`src/rtl/websocket_frame_decoder_assert.svh`:
```
// Assertion macros used by the frame decoder parser module.
`ifndef WEBSOCKET_FRAME_DECODER_ASSERT_SVH
`define WEBSOCKET_FRAME_DECODER_ASSERT_SVH

// Same-cycle implication, checked out of reset.
`define WSFD_ASSERT_NOW(label, clk, rst_n, ante, cons, msg) \
    label: assert property (@(posedge clk) disable iff (!rst_n) (ante) |-> (cons)) \
        else $error(msg);

// Next-cycle implication, checked out of reset.
`define WSFD_ASSERT_NEXT(label, clk, rst_n, ante, cons, msg) \
    label: assert property (@(posedge clk) disable iff (!rst_n) (ante) |=> (cons)) \
        else $error(msg);

`endif

```
`src/rtl/wsfd_pkg.sv`:
```
`timescale 1ns / 1ps

package wsfd_pkg;

    typedef enum logic [2:0] {
        PH_HDR0    = 3'd0,
        PH_HDR1    = 3'd1,
        PH_EXTLEN  = 3'd2,
        PH_KEY     = 3'd3,
        PH_PAYLOAD = 3'd4
    } t_phase;

    localparam logic [6:0] LenExt16     = 7'h7e;
    localparam logic [6:0] LenExt64     = 7'h7f;
    localparam logic [3:0] FieldsExt16  = 4'd2;
    localparam logic [3:0] FieldsExt64  = 4'd8;
    localparam logic [3:0] FieldsKey    = 4'd4;
    localparam logic       KindHeader   = 1'b0;
    localparam logic       KindPayload  = 1'b1;

    typedef struct packed {
        logic        kind;
        logic [7:0]  data_out;
        logic        fin;
        logic [2:0]  rsv_bits;
        logic [3:0]  opcode;
        logic        masked;
        logic [63:0] frame_length;
        logic        last;
    } t_result;

endpackage

```
`src/rtl/wsfd_parser.sv`:
```
`timescale 1ns / 1ps
`include "websocket_frame_decoder_assert.svh"

module wsfd_parser (
    input  logic             i_clk,
    input  logic             i_rst_n,
    input  logic             i_step,
    input  logic [7:0]       i_byte,
    output logic             o_res_vld,
    output wsfd_pkg::t_result o_res
);

    wsfd_pkg::t_phase r_phase, n_phase;
    logic [3:0]  r_field_count, n_field_count;
    logic [63:0] r_length_acc, n_length_acc;
    logic [31:0] r_key_store, n_key_store;
    logic [63:0] r_remaining, n_remaining;
    logic [1:0]  r_key_index, n_key_index;
    logic        r_fin, n_fin;
    logic [2:0]  r_rsv, n_rsv;
    logic [3:0]  r_opcode, n_opcode;
    logic        r_masked, n_masked;

    always_ff @(posedge i_clk) begin
        if (!i_rst_n) begin
            r_phase       <= wsfd_pkg::PH_HDR0;
            r_field_count <= '0;
            r_length_acc  <= '0;
            r_key_store   <= '0;
            r_remaining   <= '0;
            r_key_index   <= '0;
            r_fin         <= 1'b0;
            r_rsv         <= '0;
            r_opcode      <= '0;
            r_masked      <= 1'b0;
        end else begin
            r_phase       <= n_phase;
            r_field_count <= n_field_count;
            r_length_acc  <= n_length_acc;
            r_key_store   <= n_key_store;
            r_remaining   <= n_remaining;
            r_key_index   <= n_key_index;
            r_fin         <= n_fin;
            r_rsv         <= n_rsv;
            r_opcode      <= n_opcode;
            r_masked      <= n_masked;
        end
    end

    always_comb begin
        logic       do_after;
        logic       do_hdr;
        logic [7:0] key_byte;
        logic [7:0] data_v;
        logic       pay_last;
        n_phase       = r_phase;
        n_field_count = r_field_count;
        n_length_acc  = r_length_acc;
        n_key_store   = r_key_store;
        n_remaining   = r_remaining;
        n_key_index   = r_key_index;
        n_fin         = r_fin;
        n_rsv         = r_rsv;
        n_opcode      = r_opcode;
        n_masked      = r_masked;
        do_after      = 1'b0;
        do_hdr        = 1'b0;
        data_v        = '0;
        pay_last      = 1'b0;
        o_res_vld     = 1'b0;
        o_res         = '0;

        case (r_key_index)
            2'd0:    key_byte = r_key_store[31:24];
            2'd1:    key_byte = r_key_store[23:16];
            2'd2:    key_byte = r_key_store[15:8];
            default: key_byte = r_key_store[7:0];
        endcase

        if (i_step) begin
            unique case (r_phase)
                wsfd_pkg::PH_HDR1: begin
                    n_masked     = i_byte[7];
                    n_length_acc = '0;
                    if (i_byte[6:0] == wsfd_pkg::LenExt16) begin
                        n_field_count = wsfd_pkg::FieldsExt16;
                        n_phase       = wsfd_pkg::PH_EXTLEN;
                    end else if (i_byte[6:0] == wsfd_pkg::LenExt64) begin
                        n_field_count = wsfd_pkg::FieldsExt64;
                        n_phase       = wsfd_pkg::PH_EXTLEN;
                    end else begin
                        n_length_acc = {57'd0, i_byte[6:0]};
                        do_after     = 1'b1;
                    end
                end
                wsfd_pkg::PH_EXTLEN: begin
                    n_length_acc  = {r_length_acc[55:0], i_byte};
                    n_field_count = r_field_count - 4'd1;
                    do_after      = (n_field_count == 4'd0);
                end
                wsfd_pkg::PH_KEY: begin
                    n_key_store   = {r_key_store[23:0], i_byte};
                    n_field_count = r_field_count - 4'd1;
                    do_hdr        = (n_field_count == 4'd0);
                end
                wsfd_pkg::PH_PAYLOAD: begin
                    data_v      = i_byte ^ (r_masked ? key_byte : 8'd0);
                    n_key_index = r_key_index + 2'd1;
                    n_remaining = r_remaining - 64'd1;
                    pay_last    = (r_remaining == 64'd1);
                    if (pay_last) begin
                        n_phase = wsfd_pkg::PH_HDR0;
                    end
                    o_res_vld = 1'b1;
                end
                default: begin
                    n_fin    = i_byte[7];
                    n_rsv    = i_byte[6:4];
                    n_opcode = i_byte[3:0];
                    n_phase  = wsfd_pkg::PH_HDR1;
                end
            endcase

            if (do_after) begin
                if (n_masked) begin
                    n_field_count = wsfd_pkg::FieldsKey;
                    n_key_store   = '0;
                    n_phase       = wsfd_pkg::PH_KEY;
                end else begin
                    do_hdr = 1'b1;
                end
            end

            if (do_hdr) begin
                n_remaining = n_length_acc;
                n_key_index = '0;
                pay_last    = (n_length_acc == 64'd0);
                n_phase     = pay_last ? wsfd_pkg::PH_HDR0 : wsfd_pkg::PH_PAYLOAD;
                o_res_vld   = 1'b1;
            end
        end

        o_res.kind         = do_hdr ? wsfd_pkg::KindHeader : wsfd_pkg::KindPayload;
        o_res.data_out     = data_v;
        o_res.fin          = n_fin;
        o_res.rsv_bits     = n_rsv;
        o_res.opcode       = n_opcode;
        o_res.masked       = n_masked;
        o_res.frame_length = n_length_acc;
        o_res.last         = pay_last;
    end

    `WSFD_ASSERT_NOW(a_payload_in_phase, i_clk, i_rst_n,
        i_step && o_res_vld && o_res.kind == wsfd_pkg::KindPayload,
        r_phase == wsfd_pkg::PH_PAYLOAD, "payload result outside payload phase")
    `WSFD_ASSERT_NEXT(a_last_to_hdr0, i_clk, i_rst_n,
        i_step && o_res_vld && o_res.last,
        r_phase == wsfd_pkg::PH_HDR0, "frame end did not return to first header byte")
    `WSFD_ASSERT_NEXT(a_hdr_to_payload, i_clk, i_rst_n,
        i_step && o_res_vld && o_res.kind == wsfd_pkg::KindHeader && !o_res.last,
        r_phase == wsfd_pkg::PH_PAYLOAD && r_key_index == 2'd0, "header did not open payload")
    `WSFD_ASSERT_NOW(a_key_count, i_clk, i_rst_n,
        r_phase == wsfd_pkg::PH_KEY,
        r_field_count != 4'd0 && r_field_count <= wsfd_pkg::FieldsKey,
        "key byte count out of range")

endmodule

```
`src/rtl/wsfd_out_stage.sv`:
```
`timescale 1ns / 1ps

module wsfd_out_stage (
    input  logic              i_clk,
    input  logic              i_rst_n,
    input  logic              i_load,
    input  logic              i_res_vld,
    input  wsfd_pkg::t_result i_res,
    input  logic              i_ready,
    output logic              o_free,
    output logic              o_valid,
    output wsfd_pkg::t_result o_res
);

    logic              r_vld;
    wsfd_pkg::t_result r_res;

    assign o_free  = !r_vld || i_ready;
    assign o_valid = r_vld;
    assign o_res   = r_res;

    always_ff @(posedge i_clk) begin
        if (!i_rst_n) begin
            r_vld <= 1'b0;
        end else if (i_load) begin
            r_vld <= i_res_vld;
        end else if (i_ready) begin
            r_vld <= 1'b0;
        end
    end

    always_ff @(posedge i_clk) begin
        if (i_load && i_res_vld) begin
            r_res <= i_res;
        end
    end

endmodule

```
`src/rtl/websocket_frame_decoder.sv`:
```
// Path: a byte taken into the input register is parsed and unmasked into the result
// register once that register is free, and its result then transfers out from there.
// Throughput: one byte per cycle while the result register is free; it frees on transfer.
// Reset: synchronous active-low i_rst_n empties both registers and returns the
// parser to the first header byte with all frame state cleared.
`timescale 1ns / 1ps

module websocket_frame_decoder (
    input  logic        i_clk,
    input  logic        i_rst_n,
    input  logic        i_valid,
    output logic        o_ready,
    input  logic [7:0]  i_data_byte,
    output logic        o_valid,
    input  logic        i_ready,
    output logic        o_kind,
    output logic [7:0]  o_data_out,
    output logic        o_fin,
    output logic [2:0]  o_rsv_bits,
    output logic [3:0]  o_opcode,
    output logic        o_masked,
    output logic [63:0] o_frame_length,
    output logic        o_last
);

    logic              r_in_vld;
    logic [7:0]        r_in_byte;
    logic              out_free;
    logic              step;
    logic              res_vld;
    wsfd_pkg::t_result res;
    wsfd_pkg::t_result out_res;

    assign step    = r_in_vld && out_free;
    assign o_ready = !r_in_vld || out_free;

    always_ff @(posedge i_clk) begin
        if (!i_rst_n) begin
            r_in_vld <= 1'b0;
        end else if (o_ready) begin
            r_in_vld <= i_valid;
        end
    end

    always_ff @(posedge i_clk) begin
        if (o_ready && i_valid) begin
            r_in_byte <= i_data_byte;
        end
    end

    wsfd_parser u_parser (
        .i_clk     (i_clk),
        .i_rst_n   (i_rst_n),
        .i_step    (step),
        .i_byte    (r_in_byte),
        .o_res_vld (res_vld),
        .o_res     (res)
    );

    wsfd_out_stage u_out (
        .i_clk     (i_clk),
        .i_rst_n   (i_rst_n),
        .i_load    (step),
        .i_res_vld (res_vld),
        .i_res     (res),
        .i_ready   (i_ready),
        .o_free    (out_free),
        .o_valid   (o_valid),
        .o_res     (out_res)
    );

    assign o_kind         = out_res.kind;
    assign o_data_out     = out_res.data_out;
    assign o_fin          = out_res.fin;
    assign o_rsv_bits     = out_res.rsv_bits;
    assign o_opcode       = out_res.opcode;
    assign o_masked       = out_res.masked;
    assign o_frame_length = out_res.frame_length;
    assign o_last         = out_res.last;

endmodule
```
`config.mk`:
```
export PLATFORM = sky130hd
export DESIGN_NAME = websocket_frame_decoder
export DESIGN_NICKNAME = d
export VERILOG_FILES = /design/src/rtl/wsfd_pkg.sv /design/src/rtl/wsfd_parser.sv /design/src/rtl/wsfd_out_stage.sv /design/src/rtl/websocket_frame_decoder.sv
export VERILOG_INCLUDE_DIRS = /design/src /design/src/rtl
export SDC_FILE = /design/constraint.sdc
export NUM_CORES = 1
export LEC_CHECK = 0
export ABC_CLOCK_PERIOD_IN_PS = 8100
export BUFFER_PORTS_ARGS = -buffer_cell sky130_fd_sc_hd__buf_2
export CAP_MARGIN = 20
export CORE_UTILIZATION = 23
export DETAILED_ROUTE_END_ITERATION = 10
export RECOVER_POWER = 50
export SYNTH_ARGS = -nofsm -noshare
export SYNTH_HDL_FRONTEND = slang
export SYNTH_SLANG_ARGS = --single-unit
```
`constraint.sdc`:
```
create_clock -name i_clk -period 8.1 [get_ports i_clk]
set_clock_uncertainty 0.1 [all_clocks]
set_input_delay 0.81 -clock i_clk [delete_from_list [all_inputs] [get_ports i_clk]]
set_output_delay 0.81 -clock i_clk [all_outputs]
set_load 0.03 [all_outputs]
```
After elaboration in Yosys (flattened, before gate mapping) --
Index checks and enable logic that the tools add are counted.
Word-level totals: register bits 271, input port bits 12, output and inout port bits 85, logic and storage cells 103
Cells by class: $add $sub $neg 3, equal/unequal tests 9, muxes and demuxes 53, bitwise gates (word level) 1, reduce and logical (&&, ||, !) cells 16
Operators by type and width (number):
- $mux W64 | 5
- $pmux W64 S2 | 1
- $mux W32 | 3
- $eq A64 B1 Y1 const B | 1
- $logic_not A64 Y1 | 1
- $sub A64 B1 Y64 const B | 1
- $mux W3 | 9
- $mux W4 | 6
- $pmux W8 S3 | 1
- $mux W1 | 21
- $eq A7 B7 Y1 const B | 2
- $pmux W3 S3 | 1
- $mux W8 | 1
- $pmux W4 S2 | 1
- $xor A8 B8 Y8 | 1
- $mux W7 | 1
- $eq A3 B2 Y1 const B | 2
- $logic_not A4 Y1 | 1
- $mux W2 | 2
- $reduce_and A2 Y1 | 2
- $reduce_bool A2 Y1 | 2
- $reduce_or A4 Y1 | 1
- $sub A4 B1 Y4 const B | 1
- $eq A3 B1 Y1 const B | 1
- other kinds (10) | 14

Longest topological paths before layout --
depth in word-level cells 10, mapped depth 11, depth with buffers taken out 10

Hierarchy --
From an unflattened synthesis, not the netlist that was laid out.
Second synthesis, totals: cells, all modules 1340, area total of the unflattened synthesis 12834.8 µm²
By module, submodules not included:
- wsfd_parser | instances 1, cells each 1238, area an instance 9985.8 µm²
- wsfd_out_stage | instances 1, cells each 88, area an instance 2543.7 µm²
- websocket_frame_decoder | instances 1, cells each 14, area an instance 305.3 µm²

Least setup slack after synthesis --
Ideal clock, no wire load.
path type register -> register, from register u_parser.r_field_count[0], to register u_parser.r_remaining[52], library setup time 75 ps, arrival time 5108 ps, required time 7925 ps, slack 2817 ps, stages on the path, launching flop included 12, period minus slack after synthesis 5283 ps, cell sequence dfxtp_1 > inv_1 > ha_1 > or2_2 > o31ai_1 > nand4_1 > a31oi_1 > nor2_1 > clkinv_1 > buf_1 > o21ai_0 > a21boi_1
On the way: cells in the longest elaborated chain, start to end 8
RTL lines:
- start, declared | RTL line wsfd_parser.sv:14 | logic [3:0] r_field_count, n_field_count;
- start signal, assigned | RTL line wsfd_parser.sv:38 | r_field_count <= n_field_count;
- $sub A4 B1 Y4 (*) | RTL line wsfd_parser.sv:98, wsfd_parser.sv:103
- $logic_not A4 Y1 (*) | RTL line wsfd_parser.sv:99, wsfd_parser.sv:104
- $pmux W1 S2 or $mux W1 (tied branches) | RTL line wsfd_parser.sv:81 | unique case (r_phase)
- $mux W1 (on tied branches) | RTL line wsfd_parser.sv:80, wsfd_parser.sv:125
- $mux W1 (*) | RTL line wsfd_parser.sv:124 | if (do_after) begin
- $mux W1 (*) | RTL line wsfd_parser.sv:80 | if (i_step) begin
- $reduce_bool A2 Y1 (no line)
- $reduce_and A2 Y1 (no line)
- end signal, assigned | RTL line wsfd_parser.sv:41 | r_remaining <= n_remaining;
- end, declared | RTL line wsfd_parser.sv:17 | logic [63:0] r_remaining, n_remaining;
Mark *: on every way between the ends. The rest lies on a longest branch, timed or not. The select of a mux whose other input is x is not followed. A chain may end at the register's enable or synchronous reset.

Worst setup path in the final report --
from input i_ready, to register u_parser.r_remaining[62]
On the way: cells in the longest elaborated chain, start to end 3
RTL lines:
- start, declared | RTL line websocket_frame_decoder.sv:15 | input logic i_ready,
- $logic_or A1 B1 Y1 | RTL line wsfd_out_stage.sv:18 | assign o_free = !r_vld || i_ready;
- $logic_and A1 B1 Y1 | RTL line websocket_frame_decoder.sv:34 | assign step = r_in_vld && out_free;
- $reduce_and A2 Y1 (no line)
No other way between the ends.

==> flow_metrics.env <==
export IMPL_cts_repair_resized=0
export IMPL_gr_usage_met3=0.0324
export IMPL_powerDensity_mw_per_mm2=213
export IMPL_post_route_min_period_ps=5710
export IMPL_violations="max-capacitance violations, max-slew violations"
export IMPL_crit_fanout=106
export IMPL_synth_distinct_cells=72
export IMPL_coreArea_mm2=0.0540
export IMPL_p_clk_frac=0.424
export IMPL_combPwrFrac=0.112
export IMPL_top_usage_layer="met2"
export IMPL_die_y_um=236
export IMPL_slew_limit_headroom=-1.28
export IMPL_seqCellArea_mm2=0.00634
export IMPL_place_gp_congestion=0.878
export IMPL_overflow=0
export IMPL_synth_cell_area_mm2=0.0126
export IMPL_drc=0
export IMPL_insertion_delay_ps=570
export IMPL_p_int_w=0.00228
export IMPL_power_switching_w=0.000832
export IMPL_worstSetupStartpointType="input pin"
export IMPL_setup_violations=0
export IMPL_hold_buffers=0
export IMPL_power_frac_seq=0.464
export IMPL_port_buffers=96
export IMPL_n_antenna_cell=0
export IMPL_areaGrowthSynthToFinish_pct=15.7
export IMPL_multiInputGateArea_mm2=0.00587
export IMPL_min_delay_start="i_data_byte[2]"
export IMPL_required_ps=8460
export IMPL_async_flop_share=0
export IMPL_clk_pin_slew_ps=60
export IMPL_end_kind="flip-flop"
export IMPL_power_w=0.00312
export IMPL_cts_buffers=28
export IMPL_drive_above_1_share=0.0670
export IMPL_htree_levels=1
export IMPL_avgRoutedWirePerCell_um=18.8
export IMPL_layout_common_cells="dfxtp_1 (180), nand2_1 (170), o21ai_0 (112)"
export IMPL_dp_cells=2090
export IMPL_final_cells=2143
export IMPL_nNetsFinal=1446
export IMPL_ant_nets=0
export IMPL_synth_nets=1401
export IMPL_num_rows=85
export IMPL_crit_start="i_ready"
export IMPL_drv_cap=4
export IMPL_yosys_warnings=0
export IMPL_io_pins=97
export IMPL_r2r_start="u_out.o_valid$_SDFFE_PN0P_"
export IMPL_ys_seq_area_frac=0.502
export IMPL_die_area_mm2=0.0558
export IMPL_root_buffer="clkbuf_16"
export IMPL_drt_total_wl_um=40300
export IMPL_setup_tns_ps=0
export IMPL_holdCritPathClass="input pin to flip-flop"
export IMPL_ir_worst_vdd_v=0.000149
export IMPL_worst_pin_slew_ps=3420
export IMPL_die_width_um=236
export IMPL_synth_edf_count=91
export IMPL_groute_usage_overall=0.141
export IMPL_status="complete, but fails checks"
export IMPL_grt_pass1_vias=10500
export IMPL_cts_setup_buffers=0
export IMPL_mostFrequentLayoutCell="dfxtp_1"
export IMPL_drt_iter0_markers=1280
export IMPL_rsz0062_at_grt="no"
export IMPL_first_pass_iters=5
export IMPL_synth_avg_cell_area_um2=9.14
export IMPL_hpwl_um=26600
export IMPL_slew_viol_final=296
export IMPL_crit_type="input pin to flip-flop"
export IMPL_clock_sinks=271
export IMPL_hold_worst_slack_ps=316
export IMPL_fin_util=0.270
export IMPL_ys_ff_latch=271
export IMPL_max_freq_mhz=175
export IMPL_p_leak_nw=4.88
export IMPL_gr_usage_met1=0.196
export IMPL_grt_pass1_wl_um=62200
export IMPL_vias_per_cell=5.19
export IMPL_switching_share=0.267
export IMPL_nFillCells=5747
export IMPL_clockBufferDepth=3
export IMPL_antenna_found_initial=0
export IMPL_via_count=11100
export IMPL_synthFlopType="dfxtp_1"
export IMPL_period_share=0.706
export IMPL_critPathArrivalTime_ps=6080
export IMPL_use_met2=0.210
export IMPL_grt_max_degree=107
export IMPL_cts_tree="done"
export IMPL_synthCells=1381
export IMPL_hold_violations=0
export IMPL_initial_utilization=0.234
-- worst paths after layout --
check | endpoint | cells past startpoint | slack (ps)
max reg2reg | u_parser.r_remaining[62]$_SDFFE_PN0P_ | 9 | 2420
max | u_parser.r_remaining[62]$_SDFFE_PN0P_ | 10 | 2390
min reg2reg | u_parser.r_key_store[29]$_SDFFE_PN0P_ | 2 | 360
min | r_in_byte[2]$_DFFE_PP_ | 1 | 320
-- worst max-delay path, stage by stage --
cell and delay, ps:
buf_2 80, nand2b_1 140, nand2_1 1680, a31oi_1 840
buf_4 350, nor2_2 90, inv_4 630, buf_4 640
nand2_1 280, o22ai_1 400
-- cell families (layout without fill, tap and decap cells) --
logic type               Yosys count  count (layout)  synth area share
buffers and inverters            116             182            0.0347
AND/OR/NAND/NOR                  549             549             0.222
XOR/XNOR                          10              10           0.00694
multiplexers                      11              11           0.00951
AO/OA/AOI/OAI                    416             416             0.217
flip-flops                       271             271             0.502
adder cells (fa/ha/maj)            8               8           0.00793
-- synthesized netlist by cell type, types with 10 or more instances --
cell type	number	area [µm²]
o21a_1	15	113
nor4_1	27	169
dfxtp_1	180	3600
a21oi_1	91	455
o21ai_0	110	551
inv_1	14	52.6
nand2_1	170	638
a31oi_1	10	62.6
or3_1	12	75.1
nor3_1	39	195
o22ai_1	15	93.8
or2_2	10	62.6
a22o_1	20	175
a221oi_1	22	193
nor2_1	91	342
and2_1	76	475
nor3b_1	20	150
edfxtp_1	91	2730
a32o_1	10	100
a21boi_0	19	143
nand3_1	23	115
a22oi_1	34	255
nand4_1	14	87.6
and3_1	15	93.8
nor2b_1	21	131
clkbuf_1	93	349
-- power by group through the flow --
| stage | sequential, W | clock (W) | combinational [W] |
|---|---|---|---|
| 6_report | 0.00145 | 0.00132 | 0.000348 |
| 5_1_grt | 0.00145 | 0.00140 | 0.000380 |
| 4_1_cts | 0.00145 | 0.00135 | 0.000344 |
| 3_5_place_dp | 0.00148 | 0 | 0.000342 |
| 3_3_place_gp | 0.00148 | 0 | 0.000337 |
| 2_1_floorplan | 0.00148 | 0 | 0.000242 |
-- area by class of cell --
class                   count  share of cell area
flip-flops and latches    271               0.434
multi-input cells         994               0.402
well taps                 696              0.0596
clock buffers              32              0.0504
repair buffers            115              0.0370
clock inverters            19              0.0128
inverters                  16             0.00428
-- state kept, by name (all words and copies together) (netlist names), 2 cells and up --
name	cells
r_in_byte	8
u_out.o_res	83
u_parser.r_field_count	4
u_parser.r_key_index	2
u_parser.r_key_store	32
u_parser.r_length_acc	64
u_parser.r_opcode	4
u_parser.r_phase	3
u_parser.r_remaining	64
u_parser.r_rsv	3
-- through the flow --
| step | instance area [µm²] | setup slack (ps) |
|---|---|---|
| floorplan | 12600 | 2820 |
| global placement | 13800 | 3680 |
| detailed placement | 13800 | 3580 |
| CTS | 14700 | 3620 |
| global route | 14600 | 1770 |
| finish | 14600 | 2390 |
-- routing by layer --
metal | share of wire | vias up
li1 | - | 5179
met1 | 0.46 | 5409
met4 | 0.034 | 0
met2 | 0.43 | 451
met5 | 0 | -
met3 | 0.081 | 87
No activity file was read; power rests on OpenSTA's default activity.
